$ cat src/hdl/iba_pkg.sv
`timescale 1ns / 1ps

package iba_pkg;

    // Field widths of the item ports.
    localparam int BLK_IDX_W    = 6;
    localparam int LEN_W        = 6;
    localparam int STATUS_W     = 3;
    localparam int BLK_NUM_W    = 5;

    // Default map size and the largest data request that can be served.
    localparam int NUM_BLOCKS_DEF = 32;
    localparam int MAX_DATA       = 32;

    // Operation codes.
    localparam logic OP_MARK  = 1'b0;
    localparam logic OP_ALLOC = 1'b1;

    // Result status codes.
    typedef enum logic [STATUS_W-1:0] {
        ST_MARKED    = 3'd0,
        ST_INDEX     = 3'd1,
        ST_DATA      = 3'd2,
        ST_BAD_INDEX = 3'd3,
        ST_NO_SPACE  = 3'd4
    } status_t;

    // Command broadcast from the controller to every cell.
    typedef struct packed {
        logic                 clr;        // clear the free bit of the selected cell
        logic [BLK_IDX_W-1:0] sel;        // selected block number
        logic                 flush;      // drop any token in the chain
        logic                 shift_en;   // tokens advance one cell
        logic                 count_mode; // 1: counting pass, 0: allocation pass
    } iba_cmd_t;

    // Token handed from one cell to the next.
    typedef struct packed {
        logic             valid;
        logic [LEN_W-1:0] val;   // running free count, or blocks still needed
    } iba_tok_t;

endpackage

$ cat src/hdl/indexed_block_allocator_unit.sv
// Mark items and allocate items with a bad index: one result, registered in the cycle after acceptance.
// Allocate item: the count token crosses the whole cell chain to the index or
// no-space result; the allocation token then gives one data result per free cell it passes,
// and the chain stalls with the output. Throughput: one single-result item a cycle while the
// output does not stall; after an allocation the next item can be accepted in the cycle its last
// result is taken. Reset (rst_n, asynchronous, active low) frees all blocks.
`timescale 1ns / 1ps

module indexed_block_allocator_unit #(
    parameter int NUM_BLOCKS = iba_pkg::NUM_BLOCKS_DEF
) (
    input  logic                           clk,
    input  logic                           rst_n,
    input  logic                           in_valid,
    output logic                           in_ready,
    input  logic                           op,
    input  logic [iba_pkg::BLK_IDX_W-1:0]  block_index,
    input  logic [iba_pkg::LEN_W-1:0]      file_length,
    output logic                           out_valid,
    input  logic                           out_ready,
    output logic [iba_pkg::STATUS_W-1:0]   status,
    output logic [iba_pkg::BLK_NUM_W-1:0]  block_number,
    output logic                           last
);

    typedef enum logic [1:0] {
        S_IDLE,
        S_COUNT,
        S_ALLOC
    } state_t;

    state_t                         state_reg, state_next;
    logic [iba_pkg::BLK_IDX_W-1:0]  idx_reg, idx_next;
    logic [iba_pkg::LEN_W-1:0]      len_reg, len_next;
    logic                           out_valid_reg, out_valid_next;
    iba_pkg::status_t               status_reg, status_next;
    logic [iba_pkg::BLK_NUM_W-1:0]  blk_num_reg, blk_num_next;
    logic                           last_reg, last_next;

    iba_pkg::iba_cmd_t              cmd;
    iba_pkg::iba_tok_t              inject_tok;
    iba_pkg::iba_tok_t              tok_chain [NUM_BLOCKS];
    logic [NUM_BLOCKS-1:0]          hit_vec;
    logic [NUM_BLOCKS-1:0]          take_vec;
    logic [NUM_BLOCKS-1:0]          take_last_vec;

    logic                           shift_en;
    logic                           in_fire;
    logic                           in_range;
    logic                           hit_any;
    logic                           take_any;
    logic                           take_last;
    logic [iba_pkg::BLK_NUM_W-1:0]  take_blk;
    logic [iba_pkg::LEN_W-1:0]      total_free;

    // The chain moves only when the output register can take a new result.
    assign shift_en = !out_valid_reg || out_ready;
    assign in_ready = (state_reg == S_IDLE) && shift_en;
    assign in_fire  = in_valid && in_ready;
    assign in_range = (block_index < iba_pkg::BLK_IDX_W'(NUM_BLOCKS));

    assign out_valid    = out_valid_reg;
    assign status       = status_reg;
    assign block_number = blk_num_reg;
    assign last         = last_reg;

    // Row of cells, one per block, with the token passed from cell to cell.
    for (genvar g = 0; g < NUM_BLOCKS; g++)
    begin : g_cell
        iba_cell #(
            .CELL_IDX (g)
        ) u_cell (
            .clk       (clk),
            .rst_n     (rst_n),
            .cmd       (cmd),
            .tok_in    ((g == 0) ? inject_tok : tok_chain[(g == 0) ? 0 : g-1]),
            .tok_out   (tok_chain[g]),
            .hit       (hit_vec[g]),
            .take      (take_vec[g]),
            .take_last (take_last_vec[g])
        );
    end

    // Gather the block taken this cycle; at most one cell holds the token.
    always_comb
    begin
        take_blk = '0;
        for (int i = 0; i < NUM_BLOCKS; i++)
        begin
            if (take_vec[i])
            begin
                take_blk = take_blk | iba_pkg::BLK_NUM_W'(i);
            end
        end
    end

    assign hit_any    = |hit_vec;
    assign take_any   = |take_vec;
    assign take_last  = |(take_vec & take_last_vec);
    assign total_free = tok_chain[NUM_BLOCKS-1].val;

    // Controller: next state, cell commands and the next result.
    always_comb
    begin
        state_next     = state_reg;
        idx_next       = idx_reg;
        len_next       = len_reg;
        out_valid_next = out_valid_reg && !out_ready;
        status_next    = status_reg;
        blk_num_next   = blk_num_reg;
        last_next      = last_reg;

        cmd.clr        = 1'b0;
        cmd.sel        = (state_reg == S_IDLE) ? block_index : idx_reg;
        cmd.flush      = 1'b0;
        cmd.shift_en   = shift_en;
        cmd.count_mode = (state_reg == S_COUNT);

        inject_tok     = '0;

        unique case (state_reg)
            S_IDLE:
            begin
                if (in_fire)
                begin
                    out_valid_next = 1'b1;
                    blk_num_next   = '0;
                    last_next      = 1'b1;
                    if (op == iba_pkg::OP_MARK)
                    begin
                        cmd.clr     = in_range;
                        status_next = in_range ? iba_pkg::ST_MARKED : iba_pkg::ST_BAD_INDEX;
                    end
                    else if (!hit_any)
                    begin
                        // Index block out of range or already used.
                        status_next = iba_pkg::ST_BAD_INDEX;
                    end
                    else
                    begin
                        // Start the counting pass; no result until it ends.
                        out_valid_next   = 1'b0;
                        idx_next         = block_index;
                        len_next         = file_length;
                        inject_tok.valid = 1'b1;
                        state_next       = S_COUNT;
                    end
                end
            end

            S_COUNT:
            begin
                if (shift_en && tok_chain[NUM_BLOCKS-1].valid)
                begin
                    out_valid_next = 1'b1;
                    if ((len_reg > iba_pkg::LEN_W'(iba_pkg::MAX_DATA)) || (total_free < len_reg))
                    begin
                        // Request too long or not enough free blocks; the index block stays free.
                        status_next  = iba_pkg::ST_NO_SPACE;
                        blk_num_next = '0;
                        last_next    = 1'b1;
                        cmd.flush    = 1'b1;
                        state_next   = S_IDLE;
                    end
                    else
                    begin
                        // Take the index block, then start the allocation pass.
                        cmd.clr      = 1'b1;
                        status_next  = iba_pkg::ST_INDEX;
                        blk_num_next = idx_reg[iba_pkg::BLK_NUM_W-1:0];
                        last_next    = (len_reg == '0);
                        if (len_reg == '0)
                        begin
                            cmd.flush  = 1'b1;
                            state_next = S_IDLE;
                        end
                        else
                        begin
                            inject_tok.valid = 1'b1;
                            inject_tok.val   = len_reg;
                            state_next       = S_ALLOC;
                        end
                    end
                end
            end

            S_ALLOC:
            begin
                if (shift_en && take_any)
                begin
                    out_valid_next = 1'b1;
                    status_next    = iba_pkg::ST_DATA;
                    blk_num_next   = take_blk;
                    last_next      = take_last;
                    if (take_last)
                    begin
                        cmd.flush  = 1'b1;
                        state_next = S_IDLE;
                    end
                end
            end

            default:
            begin
                state_next = S_IDLE;
            end
        endcase
    end

    // State and registered outputs.
    always_ff @(posedge clk or negedge rst_n)
    begin
        if (!rst_n)
        begin
            state_reg     <= S_IDLE;
            out_valid_reg <= 1'b0;
        end
        else
        begin
            state_reg     <= state_next;
            out_valid_reg <= out_valid_next;
        end
    end

    // Payload registers.
    always_ff @(posedge clk)
    begin
        idx_reg     <= idx_next;
        len_reg     <= len_next;
        status_reg  <= status_next;
        blk_num_reg <= blk_num_next;
        last_reg    <= last_next;
    end

endmodule

$ cat src/hdl/iba_cell.sv
`timescale 1ns / 1ps

module iba_cell #(
    parameter int CELL_IDX = 0
) (
    input  logic              clk,
    input  logic              rst_n,
    input  iba_pkg::iba_cmd_t cmd,
    input  iba_pkg::iba_tok_t tok_in,
    output iba_pkg::iba_tok_t tok_out,
    output logic              hit,
    output logic              take,
    output logic              take_last
);

    logic              free_reg;
    logic              free_next;
    iba_pkg::iba_tok_t tok_reg;
    iba_pkg::iba_tok_t tok_next;
    logic              self_sel;

    assign self_sel = (cmd.sel == iba_pkg::BLK_IDX_W'(CELL_IDX));

    // The selected block is free.
    assign hit = free_reg && self_sel;

    // During the allocation pass the token takes this block if it still needs one.
    assign take      = tok_reg.valid && !cmd.count_mode && free_reg && (tok_reg.val != '0);
    assign take_last = (tok_reg.val == iba_pkg::LEN_W'(1));

    // Token handed to the next cell: add this block to the count, or spend one block.
    always_comb
    begin
        tok_out.valid = tok_reg.valid;
        if (cmd.count_mode)
        begin
            tok_out.val = tok_reg.val
                        + {{(iba_pkg::LEN_W-1){1'b0}}, (free_reg && !self_sel)};
        end
        else
        begin
            tok_out.val = tok_reg.val - {{(iba_pkg::LEN_W-1){1'b0}}, take};
        end
    end

    // Next free bit and token.
    always_comb
    begin
        free_next = free_reg && !(cmd.clr && self_sel) && !(take && cmd.shift_en);
        tok_next  = tok_reg;
        if (cmd.flush)
        begin
            tok_next = '0;
        end
        else if (cmd.shift_en)
        begin
            tok_next = tok_in;
        end
    end

    always_ff @(posedge clk or negedge rst_n)
    begin
        if (!rst_n)
        begin
            free_reg <= 1'b1;
            tok_reg  <= '0;
        end
        else
        begin
            free_reg <= free_next;
            tok_reg  <= tok_next;
        end
    end

endmodule

$ cat config.mk
export PLATFORM = sky130hd
export DESIGN_NAME = indexed_block_allocator_unit
export DESIGN_NICKNAME = d
export VERILOG_FILES = /design/src/hdl/iba_pkg.sv /design/src/hdl/indexed_block_allocator_unit.sv /design/src/hdl/iba_cell.sv
export SDC_FILE = /design/constraint.sdc
export NUM_CORES = 1
export LEC_CHECK = 0
export BUFFER_PORTS_ARGS = -buffer_cell sky130_fd_sc_hd__buf_2
export CORE_ASPECT_RATIO = 0.7
export CORE_MARGIN = 1
export CORE_UTILIZATION = 45
export CTS_BUF_LIST = sky130_fd_sc_hd__clkbuf_8 sky130_fd_sc_hd__clkbuf_16
export DETAILED_ROUTE_END_ITERATION = 6
export PLACE_DENSITY = 0.64
export SYNTH_ARGS = -nofsm -noshare
export SYNTH_HDL_FRONTEND = slang
export SYNTH_SLANG_ARGS = --single-unit
$ cat constraint.sdc
create_clock -name clk -period 4.7 [get_ports clk]
set_clock_uncertainty 0.1 [all_clocks]
set_input_delay 0.235 -clock clk [delete_from_list [all_inputs] [get_ports clk]]
set_output_delay 0.235 -clock clk [all_outputs]
set_load 0.01 [all_outputs]
Yosys cells after proc, flatten, opt, wreduce, memory -nomap -nowiden --
Cells that the tools add are included.
Cells by class: magnitude comparators 3, eq/ne operators 72, bitwise operators 1, add/subtract/negate cells 64, reductions and logical operators 438, muxes and demuxes 300
Operators by type and width (number):
- $mux W7 | 105
- $mux W6 | 52
- $logic_and A1 B1 Y1 | 293
- $eq A6 B1 Y1 const B | 33
- $add A6 B1 Y6 | 32
- $reduce_bool A6 Y1 | 32
- $sub A6 B1 Y6 | 32
- $mux W5 | 25
- $logic_not A1 Y1 | 99
- $eq A6 B5 Y1 const B | 16
- $reduce_or A32 Y1 | 3
- $mux W3 | 20
- $mux W1 | 56
- $mux W2 | 26
- $eq A6 B4 Y1 const B | 8
- $and A32 B32 Y32 | 1
- $mux W4 | 8
- $eq A6 B3 Y1 const B | 4
- $pmux W5 S3 | 1
- $eq A6 B2 Y1 const B | 2
- $logic_not A6 Y1 | 2
- $ne A2 B2 Y1 const B | 6
- $pmux W3 S3 | 1
- $reduce_and A4 Y1 | 2
- 15 further kinds | 19
Storage, ports and cells: output and inout port bits 11, flip-flop bits (word level) 280, bits of input ports 17, word-level logic and storage cells 981

Depth between registers and ports, before layout --
word-level depth 39, gate-level depth with buffers 23, depth with buffers taken out 19

Hierarchy --
A second synthesis with hierarchy kept.
Unflattened totals: cells, all modules 2089, area total of the unflattened synthesis 20992.6 sq um
Modules (own cells, without submodules):
- iba_cell (g_cell[10].u_cell ...) | area an instance 601.8 sq um, times used 6, cells each 59
- iba_cell (g_cell[16].u_cell ...) | area an instance 621.8 sq um, times used 5, cells each 64
- iba_cell (g_cell[11].u_cell ...) | area an instance 595.6 sq um, times used 5, cells each 59
- iba_cell (g_cell[21].u_cell ...) | area an instance 600.6 sq um, times used 4, cells each 59
- iba_cell (g_cell[23].u_cell ...) | area an instance 598.1 sq um, times used 4, cells each 59
- indexed_block_allocator_unit | area an instance 1716.6 sq um, times used 1, cells each 174
- iba_cell (g_cell[17].u_cell ...) | area an instance 599.3 sq um, times used 2, cells each 59
- iba_cell (g_cell[15].u_cell ...) | area an instance 596.8 sq um, times used 2, cells each 59
- iba_cell (g_cell[0].u_cell ...) | area an instance 594.3 sq um, times used 2, cells each 59
- iba_cell (g_cell[31].u_cell) | area an instance 603.1 sq um, times used 1, cells each 60
- iba_cell (g_cell[12].u_cell) | area an instance 599.3 sq um, times used 1, cells each 60

Worst setup path before layout --
OpenSTA, ideal clock, no wires.
kind register -> register, from reg state_reg[0], to reg g_cell[18].u_cell.free_reg, arrival 4769 ps, cell stages (with the launch flop) 24, slack -269 ps, buffers on the path 5, required time 4500 ps, cells stage by stage dfrtp_1 inv_1 ha_1 buf_2 buf_1 a31oi_1 nor2_1 nand2_1 a31o_2 ha_1 fa_1 a21oi_1 nor2_1 nor2_1 xnor2_1 ha_1 nand2_1 o21ai_0 and3b_1 clkbuf_1 o22a_1 clkbuf_1 clkbuf_1 a31oi_1
Between the ends: cells in the longest elaborated chain, start to end 19
RTL lines:
- start, declared | RTL line indexed_block_allocator_unit.sv:32 | state_t state_reg, state_next;
- start signal, assigned | RTL line indexed_block_allocator_unit.sv:220 | state_reg <= state_next;
- $logic_not A2 Y1 or $eq A2 B1 Y1 (tied branches)
- $mux W6 or $logic_not A1 Y1 (tied branches) | RTL line indexed_block_allocator_unit.sv:114, iba_cell.sv:28
- $eq A6 B5 Y1 or $logic_and A1 B1 Y1 (tied branches) | RTL line iba_cell.sv:22, iba_cell.sv:28
- $logic_not A1 Y1 or $logic_and A1 B1 Y1 (tied branches) | RTL line iba_cell.sv:38, iba_cell.sv:28
- $logic_and A1 B1 Y1, on equally long branches | RTL line iba_cell.sv:38, iba_cell.sv:28
- $add A6 B1 Y6 or $sub A6 B1 Y6 (tied branches) | RTL line iba_cell.sv:38, iba_cell.sv:42
- $mux W6 | RTL line iba_cell.sv:35 | if (cmd.count_mode)
- $lt A6 B6 Y1 | RTL line indexed_block_allocator_unit.sv:156 | if ((len_reg > iba_pkg::LEN_W'(iba_pkg::MAX_DATA)) || (total_free < len_reg))
- (+4 left out)
- $mux W1 | RTL line indexed_block_allocator_unit.sv:153 | if (shift_en && tok_chain[NUM_BLOCKS-1].valid)
- $mux W1 | RTL line indexed_block_allocator_unit.sv:121 | unique case (state_reg)
- $pmux W1 S2 | RTL line indexed_block_allocator_unit.sv:121
- $logic_and A1 B1 Y1 | RTL line iba_cell.sv:49 | free_next = free_reg && !(cmd.clr && self_sel) && !(take && cmd.shift_en);
- $logic_not A1 Y1 | RTL line iba_cell.sv:49
- $logic_and A1 B1 Y1 | RTL line iba_cell.sv:49
- $logic_and A1 B1 Y1 * | RTL line iba_cell.sv:49
- net g_cell[18].u_cell.free_next | RTL line iba_cell.sv:17 | logic free_next;
- end signal, assigned | RTL line iba_cell.sv:70 | free_reg <= free_next;
- end, declared | RTL line iba_cell.sv:16 | logic free_reg;
The timed path passes the listed nets; every way through them passes the cells marked *. The select of a mux whose other input is x is not followed. A chain may end at the register's enable or synchronous reset.

Worst setup path in the final report --
from reg state_reg[0], to reg g_cell[21].u_cell.tok_reg[2] (netlist name)
Between the ends: cells in the longest elaborated chain, start to end 16
RTL lines:
- $logic_not A2 Y1 or $eq A2 B1 Y1 (tied branches) | RTL line indexed_block_allocator_unit.sv:114, indexed_block_allocator_unit.sv:117, indexed_block_allocator_unit.sv:121
- $mux W6 or $logic_not A1 Y1 (tied branches) | RTL line indexed_block_allocator_unit.sv:114, iba_cell.sv:28
- $eq A6 B5 Y1 or $logic_and A1 B1 Y1 (tied branches) | RTL line iba_cell.sv:22, iba_cell.sv:28
- $logic_not A1 Y1 or $logic_and A1 B1 Y1 (tied branches) | RTL line iba_cell.sv:38, iba_cell.sv:28
- $logic_and A1 B1 Y1, on equally long branches | RTL line iba_cell.sv:38, iba_cell.sv:28
- $add A6 B1 Y6 or $sub A6 B1 Y6 (tied branches) | RTL line iba_cell.sv:38, iba_cell.sv:42
- $mux W6 | RTL line iba_cell.sv:35
- $lt A6 B6 Y1 | RTL line indexed_block_allocator_unit.sv:156
- $logic_or A1 B1 Y1 | RTL line indexed_block_allocator_unit.sv:156
- $mux W1 | RTL line indexed_block_allocator_unit.sv:156
- $mux W1 | RTL line indexed_block_allocator_unit.sv:153
- $mux W1 | RTL line indexed_block_allocator_unit.sv:121
- $mux W1 | RTL line indexed_block_allocator_unit.sv:153
- $mux W1 | RTL line indexed_block_allocator_unit.sv:121
- $pmux W1 S2 | RTL line indexed_block_allocator_unit.sv:121
- $mux W7 or $reduce_bool A2 Y1 (tied branches)
- end signal, assigned | RTL line iba_cell.sv:71 | tok_reg <= tok_next;
- end, declared | RTL line iba_cell.sv:18 | iba_pkg::iba_tok_t tok_reg;
Several ways; a longest one is shown, not always the timed one. The select of a mux whose other input is x is not followed.

==> flow_summary.ini <==
[timing]
tns_ns = 0
fmax_mhz = 218
final-setup-viol-count = 0
period_minus_slack_ns = 4.59
tightestPinTransition_ns = 1.16
rsz0062_at_grt = yes
slew_violations = 0
finalHoldViolations = 0
fin_crit_sh_pct = 97.7
relSlewSlack_pct = 21.9

[detailed_routing]
drtAntennaViolNets = 0
drc = 0
wl_per_cell_um = 20.5
vias_per_cell = 5.90
drt-total-wl_mm = 55.6
dr.pass1.iters = 5
drtIter0Drc = 1464
vias = 16000

[die]
initial_core_util_pct = 45.8
die_area_um2 = 44200
chipWidth_um = 251
pin_count = 28
rows = 63
die_h_um = 176
core_area_um2 = 42600

[clock_tree]
cts_buffer_depth = 3
path_clk_slew_ns = 0.07
cts_buffers = 30
clk_latency_ns = 0.59
root_buffer = clkbuf_16
clkSinkCount = 280
cts.htree.levels = 1
cts_tree = yes

[layout]
antenna_cells = 0
final_nets = 2354
largest_reg_flops = 192
drive_gt1_share_pct = 16.0
multi_input_area_um2 = 11800
fin_util_pct = 51.2
regArea_um2 = 7150
area_delta_synth_final_pct = 11.7
fill_cells = 3929

[synthesis]
syn_nets = 2315
yosysTopAreaCell = dfrtp_1
synthFlopType = dfrtp_1
ys_top_cells_by_area = dfrtp_1 29%, ha_1 11%, nand2_1 6.3%
netlist_top_cells_count = 327 x nand2_1, 230 x nor2_1, 227 x dfrtp_1
synth.most_common_cell = nand2_1
synthCells = 2095
synth_cell_types = 67
ys_ff_latch = 280
synth_seq_area_share_pct = 36.7
syn_area_per_cell_um2 = 9.31
yosysTopAreaCellShare_pct = 29.1
ys_warn_count = 0
syn_area_um2 = 19500
synth-edff-count = 21
async_flop_share_pct = 92.5

[grt]
grt_max_degree = 175
antenna_found_initial = 0
grt_use_total_pct = 25.3
grt_pass1_vias = 15200
grt_pass1_wl_mm = 88.4
gr-total-overflow = 0

[hold_path]
min_path_type = in -> reg
whs_endpoint = g_cell[0].u_cell.tok_out[6]$_DFFE_PN0P_
worstHoldPathCells = 4
worstHoldStart = in_valid

[power]
p_sw_share_pct = 34.6
leakagePower_uw = 0.0103
power-per-cell-area_nw_per_um2 = 359
switchingPower_uw = 2710
peakVddDrop_mv = 0.270
p_clk_share_pct = 31.8
p_total_uw = 7820
p_comb_share_pct = 29.1
seqPwrFrac_pct = 39.1
intPower_uw = 5110

[worst_setup_path]
start_kind = flop
crit_fanout = 35
r2r_cells = 18
rrSetupSlack_ns = 0.11
critPathKind = reg -> reg
max_stage_delay_ns = 0.45
cpLargestDelayFamily = compound AO/OA/AOI/OAI gates
reg2reg_from = state_reg[0]$_DFFE_PN0P_
cp-end-kind = flop
path_buf_inv = 2
cp.arrival_ns = 4.90
cp.required_ns = 5.01
cp_slowest_cell = fa_1
r2r_end = g_cell[21].u_cell.tok_reg[2]$_DFFE_PN0P_
crit_chain = inv_1 > ha_1 > or3b_1 > and2_2 > nor2_2 > nand2_1 > a31o_2 > ha_1 > fa_1 > ha_1 > a21o_1 > a21o_1 > a21oi_2 > o21ai_4 > a31oi_4 > o21a_4 > buf_12 > a211oi_1
cp_common_cell = ha_1

[place]
io_buffers = 27
place_congestion = 0.973
hpwl_mm = 39.3

[outcome]
status = complete, no violations

[job]
maxCapViolCount = 0
-- worst register-to-register path: cells and delay by family (launching register included) --
family,cells,cell delay (ns)
buffers and inverters,2,0.40
AND/OR/NAND/NOR,4,0.82
AO/OA/AOI/OAI,8,1.53
adder cells (fa/ha/maj),4,1.16
flip-flops,1,0.40
-- worst max path at each step --
stage                                         from                                       end  slack, ns  cells past startpoint
after detailed placement  state_reg[0]$_DFFE_PN0P_   g_cell[6].u_cell.tok_reg[2]$_DFFE_PN0P_       0.13                     20
after CTS                 state_reg[0]$_DFFE_PN0P_   g_cell[6].u_cell.tok_reg[2]$_DFFE_PN0P_        0.1                     20
after global placement    state_reg[0]$_DFFE_PN0P_   g_cell[9].u_cell.tok_reg[5]$_DFFE_PN0P_       0.25                     18
final                     state_reg[0]$_DFFE_PN0P_  g_cell[21].u_cell.tok_reg[2]$_DFFE_PN0P_       0.11                     18
after global routing      state_reg[0]$_DFFE_PN0P_  g_cell[12].u_cell.tok_reg[2]$_DFFE_PN0P_      -0.08                     20
after floorplan           state_reg[0]$_DFFE_PN0P_      g_cell[18].u_cell.free_reg$_DFF_PN1_      0.008                     23
-- power groups by stage --
| stage | sequential (uW) | combinational, uW | clock [uW] |
|---|---|---|---|
| 6_report | 3060 | 2280 | 2490 |
| 5_1_grt | 3090 | 2460 | 2630 |
| 4_1_cts | 3050 | 2220 | 2550 |
| 3_5_place_dp | 3090 | 2200 | 0 |
| 3_3_place_gp | 3080 | 2170 | 0 |
| 2_1_floorplan | 3030 | 1540 | 0 |
-- cells by family after synthesis --
| logic type | after synthesis | synth area share, % |
|---|---|---|
| simple gates | 746 | 18.4 |
| compound gates | 559 | 19.9 |
| flops | 280 | 36.7 |
| fa+ha+maj | 203 | 14.2 |
| buf+inv | 146 | 3.42 |
| xor+xnor | 140 | 6.28 |
| mux | 21 | 1.08 |
-- placed cells by master (no fill, tap or decap), types with 21 or more instances in the layout --
cell | synthesis | routed
dfstp_2 | 32 | 32
nor2_1 | 230 | 229
nor4bb_1 | 23 | 23
buf_2 | 9 | 26
nand3b_1 | 30 | 30
clkbuf_16 | 0 | 32
xnor2_1 | 91 | 91
a21oi_2 | 80 | 87
nand2_1 | 327 | 327
nor4_1 | 42 | 42
a21oi_1 | 194 | 187
mux2i_1 | 21 | 21
ha_1 | 171 | 170
xor2_1 | 49 | 49
a211oi_1 | 66 | 64
a31o_2 | 33 | 33
buf_4 | 3 | 58
edfxtp_1 | 21 | 21
dfrtp_1 | 227 | 227
a21o_1 | 78 | 78
inv_1 | 39 | 47
fa_1 | 32 | 32
a31oi_1 | 33 | 32
-- metal layers --
metal	share of wire [%]	vias up	global-route usage, %
met4	1.6	0	4.34
li1	-	7542	-
met1	49	7835	40.2
met2	41	541	35.6
met5	0	-	0
met3	8.5	59	4.44
-- per-stage QoR --
stage	hold slack [ns]	instance area, um^2	setup slack (ns)	cells
floorplan	-0.161	19500	0.00807	2095
global placement	0.282	20500	0.250	2635
detailed placement	0.292	20500	0.125	2635
CTS	0.00574	21600	0.0962	2706
global route	0.0445	21800	-0.0765	2710
finish	0.0360	21800	0.108	2710
-- cell type report --
type | instances | share of cell area, %
multi-input combinational | 1670 | 54.2
sequential | 280 | 32.8
timing repair buffer | 113 | 4.48
clock buffer | 34 | 3.75
tap | 552 | 3.17
clock inverter | 22 | 0.924
inverter | 39 | 0.672
-- repair_timing --
item / in CTS / in global routing
hold buffers: 15 / 0
endpoints found under the setup margin: 0 / 241
endpoints found under the hold margin: 116 / 0
gates resized for setup: 0 / 21
buffers inserted: 0 / 2
No activity file was read; power rests on OpenSTA's default activity.
